### src/hw/rtl/lzss_ring_decompressor_assert.svh
// Assertion macros for the decompressor RTL.
// No dependencies; included by the top level, which checks its command queue handshake.
`ifndef LZSS_RING_DECOMPRESSOR_ASSERT_SVH
`define LZSS_RING_DECOMPRESSOR_ASSERT_SVH

// Same-cycle implication, checked out of reset.
`define LZSD_ASSERT_IMP(name, clk, rstn, ante, cons) \
  name: assert property (@(posedge clk) disable iff (!rstn) (ante) |-> (cons)) \
    else $error("lzsd check failed");

// Next-cycle implication, checked out of reset.
`define LZSD_ASSERT_NXT(name, clk, rstn, ante, cons) \
  name: assert property (@(posedge clk) disable iff (!rstn) (ante) |=> (cons)) \
    else $error("lzsd check failed");

`endif

### src/hw/rtl/lzsd_pkg.sv
// Shared types and constants of the LZSS ring decompressor.
// No dependencies; imported by the command queue, front end, back end and top level.
package lzsd_pkg;

  localparam int RING_DEPTH = 4096;
  localparam int RING_AW    = $clog2(RING_DEPTH);
  localparam logic [RING_AW-1:0] PTR_START = 12'hFEE;
  localparam logic [15:0] FLAG_FILL = 16'hFF00;
  localparam int CNT_W      = 5;   // copy length 1..18
  localparam logic [CNT_W-1:0] MIN_MATCH = 5'd3;
  localparam int QDEPTH     = 4;
  localparam int QAW        = $clog2(QDEPTH);

  typedef enum logic [2:0] {
    PH_HDR0   = 3'd0,
    PH_HDR1   = 3'd1,
    PH_HDR2   = 3'd2,
    PH_HDR3   = 3'd3,
    PH_TOKEN  = 3'd4,
    PH_MATCH2 = 3'd5,
    PH_DONE   = 3'd6
  } phase_e;

  typedef enum logic [1:0] {
    CMD_START = 2'd0,
    CMD_LIT   = 2'd1,
    CMD_COPY  = 2'd2
  } cmd_kind_e;

  typedef struct packed {
    cmd_kind_e          kind;
    logic [7:0]         lit;
    logic [RING_AW-1:0] src;
    logic [CNT_W-1:0]   cnt;
    logic               done;  // command ends the stream
  } cmd_t;

  typedef struct packed {
    logic full;
    logic empty;
  } cmdq_stat_t;

endpackage

### src/hw/rtl/lzsd_cmdq.sv
// Short command queue between the parser front end and the copy back end.
// Depends on lzsd_pkg.
module lzsd_cmdq (
  input  logic                clk_i,
  input  logic                rst_ni,
  input  logic                push_i,
  input  lzsd_pkg::cmd_t      cmd_i,
  input  logic                pop_i,
  output lzsd_pkg::cmd_t      head_o,
  output lzsd_pkg::cmdq_stat_t stat_o
);
  import lzsd_pkg::*;

  cmd_t           slot_q [QDEPTH];
  logic [QAW-1:0] wptr_q, wptr_d;
  logic [QAW-1:0] rptr_q, rptr_d;
  logic [QAW:0]   cnt_q, cnt_d;

  always_comb begin
    wptr_d = wptr_q;
    rptr_d = rptr_q;
    cnt_d  = cnt_q;
    if (push_i) begin
      wptr_d = wptr_q + 1'b1;
    end
    if (pop_i) begin
      rptr_d = rptr_q + 1'b1;
    end
    if (push_i && !pop_i) begin
      cnt_d = cnt_q + 1'b1;
    end else if (pop_i && !push_i) begin
      cnt_d = cnt_q - 1'b1;
    end
  end

  always_ff @(posedge clk_i or negedge rst_ni) begin
    if (!rst_ni) begin
      wptr_q <= '0;
      rptr_q <= '0;
      cnt_q  <= '0;
    end else begin
      wptr_q <= wptr_d;
      rptr_q <= rptr_d;
      cnt_q  <= cnt_d;
    end
  end

  always_ff @(posedge clk_i) begin
    if (push_i) begin
      slot_q[wptr_q] <= cmd_i;
    end
  end

  assign head_o       = slot_q[rptr_q];
  assign stat_o.full  = (cnt_q == (QAW+1)'(QDEPTH));
  assign stat_o.empty = (cnt_q == '0);

endmodule

### config.mk
export PLATFORM = sky130hd
export DESIGN_NAME = lzsd_cmdq
export DESIGN_NICKNAME = d
export VERILOG_FILES = /design/src/hw/rtl/lzss_ring_decompressor_assert.svh /design/src/hw/rtl/lzsd_pkg.sv /design/src/hw/rtl/lzsd_cmdq.sv
export SDC_FILE = /design/constraint.sdc
export NUM_CORES = 1
export LEC_CHECK = 0
export ABC_AREA = 1
export ABC_CLOCK_PERIOD_IN_PS = 1500
export BUFFER_PORTS_ARGS = -buffer_cell sky130_fd_sc_hd__buf_2
export CELL_PAD_IN_SITES_DETAIL_PLACEMENT = 1
export CELL_PAD_IN_SITES_GLOBAL_PLACEMENT = 1
export CORE_MARGIN = 4
export CORE_UTILIZATION = 43
export CTS_CLUSTER_DIAMETER = 80
export CTS_CLUSTER_SIZE = 25
export DETAILED_ROUTE_END_ITERATION = 8
export GPL_TIMING_DRIVEN = 0
export PLACE_DENSITY = 0.87
export SLEW_MARGIN = 20
export SYNTH_ARGS = -nofsm -noshare
export SYNTH_HDL_FRONTEND = slang
export SYNTH_SLANG_ARGS = --single-unit
### constraint.sdc
create_clock -name clk_i -period 1.5 [get_ports clk_i]
set_input_delay 0.075 -clock clk_i [delete_from_list [all_inputs] [get_ports clk_i]]
set_output_delay 0.075 -clock clk_i [all_outputs]
set_load 0.005 [all_outputs]
; Word-level counts from Yosys, hierarchy flattened
; Memories as Yosys holds them, arrays and structs flattened.
; Index checks and enable logic that the tools add are counted.
[word_totals]
mem_count = 1
elab_cells = 19
latchBits = 0
ff_bits = 7
ram_bits = 112
romBits = 0
out_inout_bits = 30
inputBits = 32
[memory_table]
columns = memory, words, word_bits, read_ports, rd_ports_with_merged_regs, write_ports, line
row1 = slot_q, 4, 28, 1, 0, 1, lzsd_cmdq.sv:14  ; cmd_t slot_q [QDEPTH];
[classes]
multipliers = 0
n_div = 0
magnitude_cmp = 0
n_bitwise = 0
add_sub_neg = 4
n_reduce_logical = 6
eq_ne = 1
n_shift = 0
mux = 4
[ops]
columns = operator, n
row1 = $mux 3, 2
row2 = $add 2x1->2 const B, 2
row3 = $add 3x1->3 const B, 1
row4 = $eq 3x3->1 const B, 1
row5 = $logic_not 3->1, 1
row6 = $sub 3x1->3 const B, 1
row7 = $logic_and 1x1->1, 2
row8 = $logic_not 1->1, 2
row9 = $mux 1, 2
row10 = $reduce_bool 2->1, 1

; Logic depth before layout (Yosys ltp)
[logic_depth]
word_depth = 4
ltp_mapped = 9
ltp_nobuf = 9

; Worst setup path before layout
; OpenSTA, ideal clock, no wires.
[synth_path]
path_type = flip-flop to flip-flop
start = register wptr_q[0]
end = memory slot_q[2][0] (netlist name) (enable)
path_stages_with_launch = 5
arrival_time_ps = 1220
setup_time_ps = 383
required_time_ps = 1117
path_buffers = 0
setup_slack_ps = -103
period_less_slack_ps = 1603
cell_sequence = dfrtp_1 -> inv_1 -> ha_1 -> nand2_1 -> inv_1
[synth_rtl]
columns = item, line
row1 = "start, declared", lzsd_cmdq.sv:15  ; logic [QAW-1:0] wptr_q, wptr_d;
row2 = "start signal, assigned", lzsd_cmdq.sv:42  ; wptr_q <= wptr_d;
row3 = "end, declared", lzsd_cmdq.sv:14
; Straight into the memory's write port.

==> flow_metrics.py <==
metrics = {
    "floorplan": {
        "row_count": 39,
        "dieArea_um2": 13500,
        "start_util": 0.440,
        "fp.dieW_um": 116,
        "die_h_um": 116,
        "pin_count": 62,
        "core_um2": 11500,
    },
    "clock_network": {
        "clockBufferDepth": 2,
        "cts_root_buf": "clkbuf_16",
        "numCtsBuffers": 17,
        "cts-htree-levels": 4,
        "cts.clk_slew.worst_paths_ns": 0.05,
        "numClockSinks": 119,
        "tritoncts": "built",
        "clock_latency_ns": 0.41,
    },
    "power": {
        "p_per_area_nw_per_um2": 2080,
        "p_leak_nw": 2.81,
        "ir_drop_mv": 1.06,
    },
    "worst_setup_path": {
        "r2r_end": "slot_q[0][5]",
        "r2r_cells": 4,
        "cp_max_fo": 10,
        "cp.required_ns": 1.42,
        "critPathLaunchType": "register",
        "regToRegSetupSlack_ns": 0.01,
        "critical_path_class": "register to primary output",
        "worstPathArrival_ns": 1.60,
        "end_kind": "primary output",
        "reg2reg_from": "wptr_q[0]",
    },
    "routing": {
        "ant_nets": 0,
        "first_iter_violations": 200,
        "remaining_drc_errors": 0,
        "wl_mm": 13.0,
        "via_count": 3349,
        "firstDrtPassIters": 5,
        "drt-vias-per-instance": 5.13,
        "post_drt_wl_per_cell_um": 19.9,
    },
    "synthesis": {
        "ys_types": 20,
        "synth_fa_ha_area_frac": 0.0164,
        "syn_inst": 375,
        "muxShareOfSynthArea": 0,
        "ys_seq_area_frac": 0.702,
        "syn_area_per_cell_um2": 13.4,
        "synth_area_um2": 5040,
        "yosys.area_share.simple": 0.0764,
        "synth_nets": 413,
        "yosys_warnings": 0,
        "synth-seq-cells": 119,
        "synth_top_family_by_area": "compound AO/OA/AOI/OAI gates",
        "synth_compound_area_frac": 0.115,
        "synth_xor_xnor_area_share": 0.00695,
    },
    "hold_path": {
        "whs_path_depth": 3,
        "hold_class": "input pin to register",
        "hold_path_startpoint": "push_i",
        "holdPathEnd": "cnt_q[0]",
    },
    "global_route": {
        "grt_pass1_wl_mm": 19.9,
        "grt_use_total": 0.204,
        "antenna_found_initial": 0,
        "grt-ovfl-total": 0,
        "grt_pass1_vias": 3748,
        "grt_max_degree": 29,
    },
    "placement": {
        "port_buffers": 61,
        "gp_congestion": 0.728,
        "dp_hpwl_mm": 7.38,
    },
    "cells_and_area": {
        "areaGrowthSynthToFinish_pct": 34.1,
        "final_common_cell": "edfxtp_1",
        "fill_cells": 1106,
        "final_cell_mix": "112 x edfxtp_1, 86 x nand2_1, 63 x inv_1, 63 x buf_2, 31 x o211ai_2",
        "drive_above_1_share": 0.329,
        "n_antenna_cell": 0,
        "finalNetCount": 537,
        "final_util": 0.589,
    },
    "status": {
        "status": "finished with violations",
        "violations": "negative setup slack",
    },
    "sta": {
        "tns_ns": -3.59,
        "final-hold-violation-count": 0,
        "rsz0062_at_grt": "yes",
        "period_share": 1.12,
        "setup_slack_ns": -0.173,
        "fmaxAchievable_mhz": 598,
        "worstMarginPinSlew_ns": 0.410,
        "drv_slew": 0,
        "period_minus_slack_ns": 1.67,
        "finalSetupViolCount": 28,
        "slew_headroom": 0.726,
        "skew_ns": 0.00679,
    },
    "run": {
        "drv_cap": 0,
    },
}
-- worst max-delay path by stage --
stage | slack [ns] | cells after the start | endpoint | startpoint
finish | -0.17 | 6 | head_o[11] | rptr_q[0]
global route | -0.23 | 6 | head_o[11] | rptr_q[0]
CTS | -0.19 | 6 | head_o[11] | rptr_q[0]
detailed placement | -0.44 | 4 | slot_q[2][7] | wptr_q[0]
global placement | -0.35 | 4 | slot_q[2][7] | wptr_q[0]
floorplan | 0.02 | 4 | slot_q[2][0] | wptr_q[0]
-- registers in the layout (all words and copies together), names as in the netlist --
signal  count
wptr_q      2
cnt_q       3
slot_q    112
rptr_q      2
-- worst max-delay path, cell delays in order (launching register included) --
cell and delay [ns]:
dfrtp_1 0.37, buf_6 0.14, buf_12 0.14, buf_12 0.15
o211ai_2 0.15, nand2_1 0.10, buf_2 0.14
-- layout make-up --
type	count	area, um^2	share of cell area
clock inverter	12	184	0.0272
timing repair buffer	102	747	0.111
multi-input combinational	168	1130	0.167
tap	143	179	0.0265
clock buffer	18	429	0.0635
timing repair inverter	3	22.5	0.00333
inverter	68	293	0.0433
sequential	119	3540	0.524
buffer	20	239	0.0354
-- metal layers --
metal  vias to the layer above  track usage  wire length (um)
li1                       1540            -                 -
met1                      1690        0.239              5170
met2                       103        0.367              6900
met3                        16       0.0440               708
met4                         0       0.0781               203
met5                         -            0                 0
-- stage by stage --
step	cells	area, um^2	hold slack, ns	setup slack (ns)	power (mW)
detailed placement	579	5540	-0.0693	-0.441	9.10
floorplan	375	5050	-0.221	0.0161	7.36
CTS	652	6640	0.0300	-0.193	13.8
global route	653	6760	0.0477	-0.227	14.8
global placement	579	5540	-0.0751	-0.349	8.82
finish	653	6760	0.0339	-0.173	14.0
-- kinds of logic (layout without fill, tap and decap cells) --
logic type,count (synthesis),count (layout)
AOI/OAI and AO/OA,57,57
xor gates and xnor gates,4,4
adders and majority gates,6,6
buffers and inverters,88,223
DFF,119,119
and+or+nand+nor,101,101
-- repair_timing --
item                                   CTS  global route
setup endpoints to repair              140            73
setup buffers                           10             0
gates cloned                             3             1
endpoints found under the hold margin  121             0
gates resized for setup                 19            27
pin swaps                                4            16
hold buffers                            30             0
-- cells in the mapped netlist --
| library cell | instances | area [um^2] |
|---|---|---|
| xnor2_1 | 1 | 8.76 |
| buf_8 | 1 | 15.0 |
| dfrtp_1 | 7 | 175 |
| o21ai_1 | 1 | 5.00 |
| inv_1 | 67 | 251 |
| ha_1 | 5 | 62.6 |
| fa_1 | 1 | 20.0 |
| o211ai_1 | 25 | 188 |
| buf_2 | 8 | 40.0 |
| o211ai_2 | 31 | 388 |
| buf_4 | 2 | 15.0 |
| nand4_1 | 1 | 6.26 |
| clkbuf_1 | 1 | 3.75 |
| edfxtp_1 | 112 | 3360 |
| nor3_1 | 2 | 10.0 |
| inv_2 | 1 | 3.75 |
| xor2_1 | 3 | 26.3 |
| nand2_1 | 97 | 364 |
| buf_6 | 8 | 90.1 |
| nand3_1 | 1 | 5.00 |
-- power by group --
group | switching (mW) | internal [mW] | leakage, nW | total (mW)
clock | 1.34 | 2.89 | 0.300 | 4.24
combinational | 2.97 | 2.20 | 1.40 | 5.17
sequential | 0.267 | 4.37 | 1.11 | 4.64
Power figures use the tool's default switching activity.
