**config.mk**
```make
export PLATFORM = sky130hd
export DESIGN_NAME = lzsd_front_flat
export DESIGN_NICKNAME = d
export VERILOG_FILES = /design/src/hw/rtl/lzss_ring_decompressor_assert.svh /design/src/hw/rtl/lzsd_pkg.sv /design/src/hw/rtl/lzsd_chan_if.sv /design/src/hw/rtl/lzsd_front.sv /design/src/flat_wrapper.sv
export SDC_FILE = /design/constraint.sdc
export NUM_CORES = 1
export LEC_CHECK = 0
export ABC_CLOCK_PERIOD_IN_PS = 7400
export BUFFER_PORTS_ARGS = -buffer_cell sky130_fd_sc_hd__buf_4
export CELL_PAD_IN_SITES_DETAIL_PLACEMENT = 1
export CELL_PAD_IN_SITES_GLOBAL_PLACEMENT = 1
export CORE_UTILIZATION = 35
export DETAILED_ROUTE_END_ITERATION = 7
export PLACE_DENSITY_LB_ADDON = 0.1
export SYNTH_ARGS = -nofsm -noshare
export SYNTH_HDL_FRONTEND = slang
export SYNTH_SLANG_ARGS = --single-unit
```
**constraint.sdc**
```tcl
create_clock -name clk_i -period 7.4 [get_ports clk_i]
set_clock_uncertainty 0.1 [all_clocks]
set_input_delay 0.74 -clock clk_i [delete_from_list [all_inputs] [get_ports clk_i]]
set_output_delay 0.74 -clock clk_i [all_outputs]
set_load 0.05 [all_outputs]
```
**src/hw/rtl/lzss_ring_decompressor_assert.svh**
```systemverilog
// Assertion macros for the decompressor RTL.
// No dependencies; included by the top level, which checks its command queue handshake.
`ifndef LZSS_RING_DECOMPRESSOR_ASSERT_SVH
`define LZSS_RING_DECOMPRESSOR_ASSERT_SVH

// Same-cycle implication, checked out of reset.
`define LZSD_ASSERT_IMP(name, clk, rstn, ante, cons) \
  name: assert property (@(posedge clk) disable iff (!rstn) (ante) |-> (cons)) \
    else $error("lzsd check failed");

// Next-cycle implication, checked out of reset.
`define LZSD_ASSERT_NXT(name, clk, rstn, ante, cons) \
  name: assert property (@(posedge clk) disable iff (!rstn) (ante) |=> (cons)) \
    else $error("lzsd check failed");

`endif

```
**src/hw/rtl/lzsd_pkg.sv**
```systemverilog
// Shared types and constants of the LZSS ring decompressor.
// No dependencies; imported by the command queue, front end, back end and top level.
package lzsd_pkg;

  localparam int RING_DEPTH = 4096;
  localparam int RING_AW    = $clog2(RING_DEPTH);
  localparam logic [RING_AW-1:0] PTR_START = 12'hFEE;
  localparam logic [15:0] FLAG_FILL = 16'hFF00;
  localparam int CNT_W      = 5;   // copy length 1..18
  localparam logic [CNT_W-1:0] MIN_MATCH = 5'd3;
  localparam int QDEPTH     = 4;
  localparam int QAW        = $clog2(QDEPTH);

  typedef enum logic [2:0] {
    PH_HDR0   = 3'd0,
    PH_HDR1   = 3'd1,
    PH_HDR2   = 3'd2,
    PH_HDR3   = 3'd3,
    PH_TOKEN  = 3'd4,
    PH_MATCH2 = 3'd5,
    PH_DONE   = 3'd6
  } phase_e;

  typedef enum logic [1:0] {
    CMD_START = 2'd0,
    CMD_LIT   = 2'd1,
    CMD_COPY  = 2'd2
  } cmd_kind_e;

  typedef struct packed {
    cmd_kind_e          kind;
    logic [7:0]         lit;
    logic [RING_AW-1:0] src;
    logic [CNT_W-1:0]   cnt;
    logic               done;  // command ends the stream
  } cmd_t;

  typedef struct packed {
    logic full;
    logic empty;
  } cmdq_stat_t;

endpackage

```
**src/hw/rtl/lzsd_chan_if.sv**
```systemverilog
// Valid/ready channel interfaces for compressed input and decompressed output.
// Depends on nothing; used by the front end, back end and top level.
interface lzsd_in_if;
  logic       valid;
  logic       ready;
  logic [7:0] in_byte;
  logic       stream_start;

  modport source (output valid, output in_byte, output stream_start, input ready);
  modport sink   (input valid, input in_byte, input stream_start, output ready);
endinterface


```
**src/hw/rtl/lzsd_front.sv**
```systemverilog
// Front end: takes stream beats, tracks header, flags and output budget, emits commands.
// Depends on lzsd_pkg and lzsd_chan_if.
module lzsd_front (
  input  logic                 clk_i,
  input  logic                 rst_ni,
  lzsd_in_if.sink              in_ch_i,
  input  lzsd_pkg::cmdq_stat_t cmdq_st_i,
  output logic                 push_o,
  output lzsd_pkg::cmd_t       cmd_o
);
  import lzsd_pkg::*;

  phase_e      phase_q, phase_d;
  logic [31:0] decl_q, decl_d;
  logic [31:0] prod_q, prod_d;
  logic [15:0] flag_q, flag_d;
  logic [7:0]  hold_q, hold_d;

  logic        acc, start;
  logic [7:0]  b;
  phase_e      eph;
  logic [31:0] edecl, eprod, remain, decl_shift;
  logic [15:0] eflag;
  logic [7:0]  ehold;
  logic [CNT_W-1:0] mlen, ecnt;
  logic        flag_empty, lit_done, copy_done;

  assign in_ch_i.ready = !cmdq_st_i.full;
  assign acc   = in_ch_i.valid && in_ch_i.ready;
  assign start = in_ch_i.stream_start;
  assign b     = in_ch_i.in_byte;

  // A start beat sees freshly cleared state and counts as header byte zero.
  assign eph   = start ? PH_HDR0 : phase_q;
  assign edecl = start ? '0 : decl_q;
  assign eprod = start ? '0 : prod_q;
  assign eflag = start ? '0 : flag_q;
  assign ehold = start ? '0 : hold_q;

  assign decl_shift = {edecl[23:0], b};
  assign remain     = edecl - eprod;  // nonzero while tokens are parsed
  assign mlen       = {1'b0, b[3:0]} + MIN_MATCH;
  assign copy_done  = (remain[31:CNT_W] == '0) && (remain[CNT_W-1:0] <= mlen);
  assign ecnt       = copy_done ? remain[CNT_W-1:0] : mlen;
  assign lit_done   = (remain == 32'd1);
  assign flag_empty = (eflag[15:8] == 8'h00);

  // next state
  always_comb begin
    phase_d = phase_q;
    if (acc) begin
      unique case (eph)
        PH_HDR0:   phase_d = PH_HDR1;
        PH_HDR1:   phase_d = PH_HDR2;
        PH_HDR2:   phase_d = PH_HDR3;
        PH_HDR3:   phase_d = (decl_shift == '0) ? PH_DONE : PH_TOKEN;
        PH_TOKEN: begin
          if (flag_empty) begin
            phase_d = PH_TOKEN;
          end else if (eflag[0]) begin
            phase_d = lit_done ? PH_DONE : PH_TOKEN;
          end else begin
            phase_d = PH_MATCH2;
          end
        end
        PH_MATCH2: phase_d = copy_done ? PH_DONE : PH_TOKEN;
        PH_DONE:   phase_d = PH_DONE;
        default:   phase_d = PH_DONE;
      endcase
    end
  end

  // datapath and command output
  always_comb begin
    decl_d      = decl_q;
    prod_d      = prod_q;
    flag_d      = flag_q;
    hold_d      = hold_q;
    push_o      = 1'b0;
    cmd_o.kind  = CMD_START;
    cmd_o.lit   = b;
    cmd_o.src   = {b[7:4], ehold};
    cmd_o.cnt   = ecnt;
    cmd_o.done  = 1'b0;
    if (acc) begin
      decl_d = edecl;
      prod_d = eprod;
      flag_d = eflag;
      hold_d = ehold;
      push_o = start;
      unique case (eph)
        PH_HDR0, PH_HDR1, PH_HDR2, PH_HDR3: begin
          decl_d = decl_shift;
        end
        PH_TOKEN: begin
          if (flag_empty) begin
            flag_d = {8'h00, b} | FLAG_FILL;
          end else if (eflag[0]) begin
            push_o     = 1'b1;
            cmd_o.kind = CMD_LIT;
            cmd_o.done = lit_done;
            prod_d     = eprod + 32'd1;
            flag_d     = eflag >> 1;
          end else begin
            hold_d = b;
          end
        end
        PH_MATCH2: begin
          push_o     = 1'b1;
          cmd_o.kind = CMD_COPY;
          cmd_o.done = copy_done;
          prod_d     = eprod + {{(32-CNT_W){1'b0}}, ecnt};
          flag_d     = eflag >> 1;
        end
        default: ;
      endcase
    end
  end

  always_ff @(posedge clk_i or negedge rst_ni) begin
    if (!rst_ni) begin
      phase_q <= PH_HDR0;
      decl_q  <= '0;
      prod_q  <= '0;
      flag_q  <= '0;
      hold_q  <= '0;
    end else begin
      phase_q <= phase_d;
      decl_q  <= decl_d;
      prod_q  <= prod_d;
      flag_q  <= flag_d;
      hold_q  <= hold_d;
    end
  end

endmodule

```
**src/flat_wrapper.sv**
```systemverilog
// flat-port wrapper written by rule: the top's interface ports become plain ports
module lzsd_front_flat import lzsd_pkg::*;
  (clk_i, rst_ni, cmdq_st_i, push_o, cmd_o, in_ch_i_valid, in_ch_i_in_byte, in_ch_i_stream_start, in_ch_i_ready);
  lzsd_in_if in_ch_i_i ();
  input  logic clk_i;
  input  logic rst_ni;
  input  lzsd_pkg::cmdq_stat_t cmdq_st_i;
  output logic push_o;
  output lzsd_pkg::cmd_t cmd_o;
  input wire logic [$bits(in_ch_i_i.valid)-1:0] in_ch_i_valid;
  input wire logic [$bits(in_ch_i_i.in_byte)-1:0] in_ch_i_in_byte;
  input wire logic [$bits(in_ch_i_i.stream_start)-1:0] in_ch_i_stream_start;
  output wire logic [$bits(in_ch_i_i.ready)-1:0] in_ch_i_ready;
  assign in_ch_i_i.valid = in_ch_i_valid;
  assign in_ch_i_i.in_byte = in_ch_i_in_byte;
  assign in_ch_i_i.stream_start = in_ch_i_stream_start;
  assign in_ch_i_ready = in_ch_i_i.ready;
  lzsd_front u_core (.clk_i(clk_i), .rst_ni(rst_ni), .in_ch_i(in_ch_i_i), .cmdq_st_i(cmdq_st_i), .push_o(push_o), .cmd_o(cmd_o));
endmodule
```
; ---- After elaboration in Yosys (flattened, before gate mapping)
; Cells that the tools add are included.
; Widths: inputs -> output; s select.
[classes]
n_bitwise = 0
addsub = 4
shifts = 0
order_cmp = 1
n_eq_ne = 6
reduce_logical = 8
div = 0
n_mux = 34
mul = 0
[op_table]
columns = cell, n
row1 = $mux 32, 5
row2 = $pmux 32 s2, 1
row3 = $mux 16, 3
row4 = $add 32x1->32 const B, 1
row5 = $add 32x5->32, 1
row6 = $eq 32x1->1 const B, 1
row7 = $logic_not 32->1, 1
row8 = $mux 8, 4
row9 = $pmux 16 s2, 1
row10 = $sub 32x32->32, 1
row11 = $logic_not 27->1, 1
row12 = $pmux 3 s6, 1
row13 = $mux 2, 5
row14 = $mux 3, 3
row15 = $logic_not 8->1, 1
row16 = $mux 1, 7
row17 = $eq 3x2->1 const B, 2
row18 = $eq 3x3->1 const B, 2
row19 = $add 4x2->5 const B, 1
row20 = $le 5x5->1, 1
row21 = $mux 5, 1
row22 = $pmux 1 s2, 2
row23 = $pmux 2 s2, 1
row24 = $reduce_or 4->1, 1
row25 = other kinds (4), 5
[word_totals]
output_inout_bits = 30
ff_bits = 91
ram_bits = 0
latchBits = 0
rom_bits = 0
elab_cells = 58
n_memories = 0

; ---- Logic depth before layout (Yosys ltp)
; Gate-level depths: netlist of the first run.
[logic_depth]
word_depth = 7
depth_mapped = 32
ltp_nobuf = 26

; ---- Worst setup path before layout of the first run
; No wires, ideal clock.
[synth_timing]
path_kind = input-to-reg
from = input in_ch_i_stream_start
to = register u_core.prod_q[30]
setup_time_ps = 126
slack_ps = -631
arrival_time_ps = 7805
path_buffers = 7
required_time_ps = 7174
stages = 31
path_cell_list = buf_4 > buf_2 > buf_2 > buf_1 > clkbuf_1 > clkbuf_1 > clkbuf_1 > nor2b_1 > ha_1 > a2111o_1 > o22ai_1 > o21bai_1 > nor2_1 > a2111o_1 > nor4_1 > o2111a_1 > nand4_1 > nor4_4 > mux2i_1 > ha_1 > fa_1 > a21oi_1 > o21bai_1 > a21oi_1 > nand2b_1 > o22a_1 > nor2_1 > nand4_1 > nor2_1 > nor2_1 > a221o_1
[synth_lines]
columns = item, line_no
row1 = from (decl), flat_wrapper.sv:12  ; input wire logic [$bits(in_ch_i_i.stream_start)-1:0] in_ch_i_stream_start;
row2 = to (signal assigned), lzsd_front.sv:130  ; prod_q <= prod_d;
row3 = to (decl), lzsd_front.sv:15  ; logic [31:0] prod_q, prod_d;

; ---- Worst setup path in the final report of the first run
[layout_timing]
from = input in_ch_i_stream_start
to = register u_core.prod_q[30]
[layout_via]
elab_chain_cells = 7
elab_cells_between_ends = 17
classes_between = add/sub: 3 / order compare: 1 / eq/ne: 2 / mux: 8 / reduce/logical: 3
[layout_rtl]
columns = item, line_no
row1 = "$mux 32, on equally long branches", "lzsd_front.sv:35, lzsd_front.sv:36"
row2 = $sub 32x32->32, lzsd_front.sv:41  ; assign remain = edecl - eprod;
row3 = $le 5x5->1 / $logic_not 27->1 (equally long branches), lzsd_front.sv:43  ; assign copy_done = (remain[31:CNT_W] == '0) && (remain[CNT_W-1:0] <= mlen);
row4 = $logic_and 1x1->1, lzsd_front.sv:43
row5 = $mux 5, lzsd_front.sv:44  ; assign ecnt = copy_done ? remain[CNT_W-1:0] : mlen;
row6 = $add 32x5->32, lzsd_front.sv:112  ; prod_d = eprod + {{(32-CNT_W){1'b0}}, ecnt};
row7 = $pmux 32 s2 *, lzsd_front.sv:91  ; unique case (eph)
; Every way passes the cells marked *; elsewhere a longest branch is shown, timed or not.
; A chain may end at the register's enable or synchronous reset.

==> results of run 1 <==
==> where the power goes <==
part	switching (W)	internal [W]	total, W
clock	0.000218	0.000299	0.000517
sequential	0.000125	0.000570	0.000696
combinational	0.000734	0.000499	0.00123
total	0.00108	0.00137	0.00245
==> cell usage in the layout (no fill, tap or decap), drive strengths merged, types with 13 or more instances in the layout <==
master,instances
a21oi,90
a22o,31
a31oi,13
and3,20
buf,73
dfrtp,91
ha,41
inv,37
mux2i,23
nand2,118
nand3,29
nor2,69
nor2b,59
nor3,21
nor4,16
o21ai,90
xnor2,18
xor2,15
==> layout make-up <==
cell class / instances / area, um^2 / area share
Multi-Input combinational cell: 842 / 5604 / 0.6033
Sequential cell: 91 / 2277 / 0.2452
Timing Repair Buffer: 73 / 560.5 / 0.06034
Tap cell: 313 / 391.6 / 0.04216
Clock buffer: 9 / 225.2 / 0.02425
Inverter: 35 / 131.4 / 0.01414
Clock inverter: 7 / 98.84 / 0.01064
==> flip-flops by register name (all words and copies together), names as in the netlist <==
register / flops
u_core.prod_q: 32
u_core.hold_q: 8
u_core.decl_q: 32
u_core.flag_q: 16
u_core.phase_q: 3
==> timing repair <==
item / CTS / global route
hold buffers: 0 / 0
resized for setup: 0 / 2
endpoints found under the setup margin: 0 / 3
setup buffers: 0 / 1
==> routing by layer <==
metal | GRT usage | up-vias | routed length [um]
li1 | - | 3830 | -
met1 | 0.3359 | 3950 | 13910
met2 | 0.4341 | 97 | 14410
met3 | 0.02500 | 31 | 665
met4 | 0.08217 | 0 | 578
met5 | 0 | - | 0
==> worst max-delay path: cells and delay by family <==
kind / cells / cell delay, ns
simple gates: 10 / 2.11
fa+ha+maj: 3 / 0.74
compound gates: 9 / 2.39
mux: 2 / 0.39
buf+inv: 4 / 0.82
==> path summary, 6_finish.rpt <==
kind	startpoint	endpoint	slack, ns	depth (start not counted)
worst min register to register	u_core.prod_q[3]	u_core.prod_q[3]	0.39	2
min in group clk_i	u_core.prod_q[3]	u_core.prod_q[3]	0.39	2
worst max-delay path	in_ch_i_stream_start	u_core.prod_q[30]	0.34	28
worst max register to register	u_core.decl_q[1]	u_core.prod_q[30]	0.75	25
max in group asynchronous	rst_ni	u_core.hold_q[7]	5.75	2
worst min-delay path	rst_ni	u_core.decl_q[30]	0.16	1
==> cell families (layout without fill, tap and decap cells) <==
| group | count (synthesis) | count (layout) | synth area share |
|---|---|---|---|
| XOR/XNOR | 33 | 33 | 0.03866 |
| flip-flops | 91 | 91 | 0.2759 |
| AO/OA/AOI/OAI | 337 | 337 | 0.2702 |
| buffers and inverters | 106 | 124 | 0.05625 |
| AND/OR/NAND/NOR | 390 | 390 | 0.2426 |
| multiplexers | 34 | 34 | 0.04290 |
| adder cells (fa/ha/maj) | 48 | 48 | 0.07353 |
==> stage by stage <==
step | worst slack, ns | instances | total power (W) | utilization
6_report | 0.3368 | 1370 | 0.002446 | 0.4066
5_1_grt | 0.08515 | 1370 | 0.002603 | 0.4066
4_1_cts | 0.4323 | 1369 | 0.002454 | 0.4060
3_5_place_dp | 0.1021 | 1353 | 0.001926 | 0.3918
3_3_place_gp | 0.1973 | 1353 | 0.001912 | 0.3918
2_1_floorplan | 0.003760 | 1039 | 0.001564 | -
==> metrics, run 1 <==
status finished, final reports clean; number of different library cells in the post-synthesis netlist between 80 and 90; root buffer cell clkbuf_16; buffers added on ports 42; Routed Antenna Nets 0; Max Clock Freq 141.6 MHz; WL final 29560 um; max incr delay on CP between 0.4 and 0.5 ns; Total Nets Final about 1100; leakage power summed over all cells 3.905 nW; number of endpoints with negative hold slack in the final report 0; clock period minus final worst setup slack 7.063 ns; count of yosys warnings during synthesis 0; highest fanout seen on the critical path 11; area after detailed placement approximately 9000 um^2; portion of synthesized cell area occupied by the leading cell type 0.2759; setup_tns 0 ns; post-detailed-route wirelength per cell approximately 22 um; pin count of the biggest net entering global routing 71; worst endpoint data arrival time around 7.2 ns; required time of the critical path ~7.6 ns; most used flip-flop cell after synthesis dfrtp_1; Tightest Hold Check Type input port to asynchronous set/reset pin; largest area contributor in the netlist dfrtp_1; clock tree from TritonCTS yes; clock transition time at the flip-flop clock pins of the worst setup and hold paths ~0.07 ns; peak ir drop on the vdd network between 0.00009 and 0.0001 V; Core Footprint between 20000 and 25000 um^2; Final Wtd Congestion just under 0.9; detailed-route vias per instance 5.772; final-layout fill cell count ~2800; share of flip-flops with an asynchronous set or reset after synthesis 1.000; first-pass GRT wire length approximately 47000 um; routed vias 7908; number of enable flip-flop cells after synthesis 0; detailed router's first-iteration violation count 360; number of top-level pins 44; Rel. slew slack 0.3105; count of antenna diodes in the layout 0; placed wire-length estimate after detailed placement 22670 um; vias in the first global route between 8000 and 9000; post-synth design cell area 8253 um^2; site row count 55; CP Launch Type input port; # H-tree levels 3; fraction of final layout cells with drive strength greater than 1 0.1325; worst-skew pair later-pin latency 0.36 ns; critical path class input port to flop; die height between 150 and 200 um; area grow syn2layout 12.55%; slowest library cell on the worst path o31ai_4; max-cap violations 0; die extent in x around 160 um; starting density of the core 0.3612; main area contributors after synthesis dfrtp_1 (28%), ha_1 (6.2%), a21oi_1 (5.4%), o21ai_0 (5.4%), nand2_1 (5.4%); portion of the clock cycle consumed by the worst path in the final layout 0.9545; Synthesized Nets approximately 1100; number of pins with negative max-slew slack in the final report 0; Remaining DRCs 0; number of antenna violations at the first check in global routing 0; Slew @ Worst Pin ~1 ns; post-route cell area between 9000 and 10000 um^2; maximum buffer depth of the clock tree 2; cell with the most instances after synthesis nand2_1; number of storage elements in the synthesis netlist between 90 and 100; router iterations before antenna repair 4; total global routing overflow 0; syn_area_per_cell just under 8 um^2; share of synthesized area occupied by flip-flops and latches 0.2759; TritonCTS Buffers 9; top post-synthesis cells by count nand2_1 (118), dfrtp_1 (91), a21oi_1 (89), o21ai_0 (89), nor2_1 (68); Min Hold Slack approximately 0.16 ns; Die Area roughly 24000 um^2; Post-Syn Instances 1039; total setup violations reported at the end of the flow 0; Num Clock Sinks around 90; category of the worst setup path capture point flop; Pwr Density between 200 and 300 nW/um^2; total track usage 0.2541; RSZ-0062 raised after global routing no
No activity file was read; power rests on OpenSTA's default activity.
==> inputs of run 2 (changes only) <==
Settings changed: ABC_AREA set to 1, CORE_UTILIZATION 35 to 45, GPL_TIMING_DRIVEN set to 0.
==> metrics, run 2 <==
Total Nets Final 1682 (was 1109); Die Area 22440 um^2 (was 24200 um^2); count of cells along the worst hold path 2; peak ir drop on the vdd network 0.0001210 V (was 0.00009892 V); Comb pwr share 0.548 (was 0.504); Hold-fix buffers, CTS 0 (unchanged); Final Wtd Congestion 0.9553 (was 0.8681); number of antenna violations at the first check in global routing 0 (unchanged); clock tree from TritonCTS yes (unchanged); post-detailed-route wirelength per cell 20.60 um (was 21.58 um); top post-synthesis cells by count nand2_1 (313), inv_1 (243), nor2_1 (187) (was nand2_1 (118), dfrtp_1 (91), a21oi_1 (89), o21ai_0 (89), nor2_1 (68)); number of pins with negative max-slew slack in the final report 0 (unchanged); FF+latch area 2277 um^2 (unchanged); pin count of the biggest net entering global routing 92 (was 71); total track usage 0.3616 (was 0.2541); worst endpoint data arrival time 6.96 ns (was 7.21 ns); Tightest Hold Check Type flop to flop (was input port to asynchronous set/reset pin); area taken by multi-input logic gates 6247 um^2 (was 5604 um^2); Pwr Density 236.4 nW/um^2 (was 263.3 nW/um^2); clock period minus final worst setup slack 6.763 ns (was 7.063 ns); # H-tree levels 3 (unchanged); worst-skew pair later-pin latency 0.36 ns (about the same); Post-Syn Instances 1575 (was 1039); fin cells 1905 (was 1370); number of top-level pins 44 (unchanged); Placed Cells incl. Taps 1892 (was 1353); Num Clock Sinks 91 (unchanged); post-CTS setup buffers 0 (unchanged); routed vias 11110 (was 7908); syn_area_per_cell 6.240 um^2 (was 7.943 um^2); leakage power summed over all cells 5.183 nW (was 3.905 nW); Pwr Total 0.002555 W (was 0.002446 W); status finished, final reports clean (unchanged); vias in the first global route 11150 (was 8284); clock transition time at the flip-flop clock pins of the worst setup and hold paths 0.07 ns (about the same); number of enable flip-flop cells after synthesis 0 (unchanged); share of flip-flops with an asynchronous set or reset after synthesis 1.000 (unchanged); count of yosys warnings during synthesis 0 (unchanged); detailed-route vias per instance 5.832 (was 5.772); portion of the clock cycle consumed by the worst path in the final layout 0.9139 (was 0.9545); share of total power consumed by net switching 0.4994 (was 0.4404); required time of the critical path 7.60 ns (was 7.55 ns); most used flip-flop cell after synthesis dfrtp_1 (unchanged); Largest regs u_core.decl_q x32, u_core.prod_q x32, u_core.flag_q x16 (unchanged); die extent in x 149.8 um (was 155.6 um); number of different library cells in the post-synthesis netlist 60 (was 81); Core Footprint 21220 um^2 (was 22850 um^2); CP most frequent cell nand2_1; portion of total power attributed to sequential cells 0.258 (was 0.284); site row count 53 (was 55); placed wire-length estimate after detailed placement 31620 um (was 22670 um); highest fanout seen on the critical path 28 (was 11); Register-to-Register Path Depth 38 (was 25); Max Clock Freq 147.9 MHz (was 141.6 MHz); setup_tns 0 ns (unchanged); root buffer cell clkbuf_16 (unchanged); cell with the most instances after synthesis nand2_1 (unchanged); Slew @ Worst Pin 1.243 ns (was 1.026 ns); Remaining DRCs 0 (unchanged); Routed Antenna Nets 0 (unchanged); sw power 0.001276 W (was 0.001077 W); total global routing overflow 0 (unchanged); power share of the clock group 0.194 (was 0.211); portion of synthesized cell area occupied by the leading cell type 0.2317 (was 0.2759); critical path class input port to flop (unchanged); final-layout fill cell count 2991 (was 2763); area grow syn2layout 9.969% (was 12.55%); number of storage elements in the synthesis netlist 91 (unchanged); RSZ-0062 raised after global routing no (unchanged); starting density of the core 0.4631 (was 0.3612); main area contributors after synthesis dfrtp_1 (23%), nand2_1 (12%), inv_1 (9.3%), nor2_1 (7.1%), o21ai_0 (6.9%) (was dfrtp_1 (28%), ha_1 (6.2%), a21oi_1 (5.4%), o21ai_0 (5.4%), nand2_1 (5.4%)); max incr delay on CP 0.42 ns (was 0.45 ns); router iterations before antenna repair 5 (was 4); category of the worst setup path capture point flop (unchanged); most frequent standard cell in the layout excluding fill and tap cells nand2_1 (unchanged); largest area contributor in the netlist dfrtp_1 (unchanged); buffers added on ports 42 (unchanged); maximum buffer depth of the clock tree 2 (unchanged); TritonCTS Buffers 9 (unchanged); count of antenna diodes in the layout 0 (unchanged); share of synthesized area occupied by flip-flops and latches 0.2317 (was 0.2759); number of endpoints with negative hold slack in the final report 0 (unchanged); total setup violations reported at the end of the flow 0 (unchanged); Pint 0.001279 W (was 0.001369 W); fraction of final layout cells with drive strength greater than 1 0.1276 (was 0.1325); most frequent cells in the layout nand2_1 (313), inv_1 (243), nor2_1 (184) (was nand2_1 (117), dfrtp_1 (91), o21ai_0 (88), a21oi_1 (88), buf_4 (72)); slowest library cell on the worst path fa_1 (was o31ai_4); detailed router's first-iteration violation count 786 (was 360); max-cap violations 0 (unchanged); CP Launch Type input port (unchanged); post-synth design cell area 9828 um^2 (was 8253 um^2); first-pass GRT wire length 61200 um (was 47240 um); WL final 39240 um (was 29560 um); Synthesized Nets 1632 (was 1096); Rel. slew slack 0.1712 (was 0.3105); die height 149.8 um (was 155.6 um)
-- run 2: changes by cell type in the layout (fill, tap and decap cells not counted), sizes merged, moves of 59 or more --
| cell | change |
|---|---|
| nand2 | +227 |
| nor2b | -59 |
| inv | +227 |
| o21ai | +64 |
| nand3 | +79 |
| nor2 | +158 |
-- run 2: worst paths after layout --
| path | start | end | slack, ns |
|---|---|---|---|
| setup / recovery | in_ch_i_stream_start | u_core.prod_q[24] | 0.64 |
| hold / removal | u_core.prod_q[26] | u_core.prod_q[26] | 0.40 |
| setup reg to reg | u_core.prod_q[0] | u_core.prod_q[24] | 1.56 |
| hold reg to reg | u_core.prod_q[26] | u_core.prod_q[26] | 0.40 |
| max in group asynchronous | rst_ni | u_core.prod_q[26] | 5.87 |
| min in group asynchronous | rst_ni | u_core.flag_q[5] | 0.52 |
-- run 2: per-layer routing --
layer	part of all wire	global-route usage
met1	0.44	0.4716
met2	0.46	0.5961
met3	0.061	0.05335
met4	0.036	0.1480
met5	0	0
-- run 2: cell families (layout without fill, tap and decap cells) --
group           after synthesis  after routing  synth area share
simple gates                745            745            0.3523
compound gates              346            346            0.2015
buf+inv                     325            380            0.1360
flops                        91             91            0.2317
fa+ha+maj                    43             43           0.05627
xor+xnor                     25             25           0.02228
-- run 2: stage by stage --
stage	worst slack (ns)	instance area, um^2	utilization	hold slack [ns]
after floorplan	0.8220	9828	-	0.3444
after CTS	0.1690	10790	0.5086	0.3993
final	0.6369	10810	0.5093	0.3966
after global placement	-0.4052	10490	0.4942	0.3663
after global routing	0.06972	10810	0.5093	0.4271
after detailed placement	-0.5807	10490	0.4942	0.3816
-- run 2: power by group through the flow --
stage	clock network (W)	logic, W	registers (W)
CTS	0.000499	0.00138	0.000655
detailed placement	0	0.00137	0.000664
global placement	0	0.00133	0.000659
finish	0.000497	0.00140	0.000658
global route	0.000517	0.00155	0.000667
floorplan	0	0.000997	0.000642
-- run 2: critical path, delay by kind of cell --
family / cells / cell delay, ns
AO/OA/AOI/OAI: 5 / 0.75
XOR/XNOR: 1 / 0.28
adder cells (fa/ha/maj): 5 / 1.35
buffers and inverters: 8 / 1.20
AND/OR/NAND/NOR: 23 / 2.59
-- run 2: layout make-up --
type,instances,share of cell area
repair buffers,42,0.02917
plain buffers,61,0.03195
clock buffers,9,0.02084
well taps,275,0.03184
flip-flops and latches,91,0.2107
clock inverters,7,0.006830
multi-input cells,1159,0.5780
inverters,261,0.09065
-- run 2: what timing repair did --
action / 4_1_cts / 5_1_grt
hold endpoints to repair: 0 / 0
resized for setup: 2 / 7
setup endpoints to repair: 19 / 23
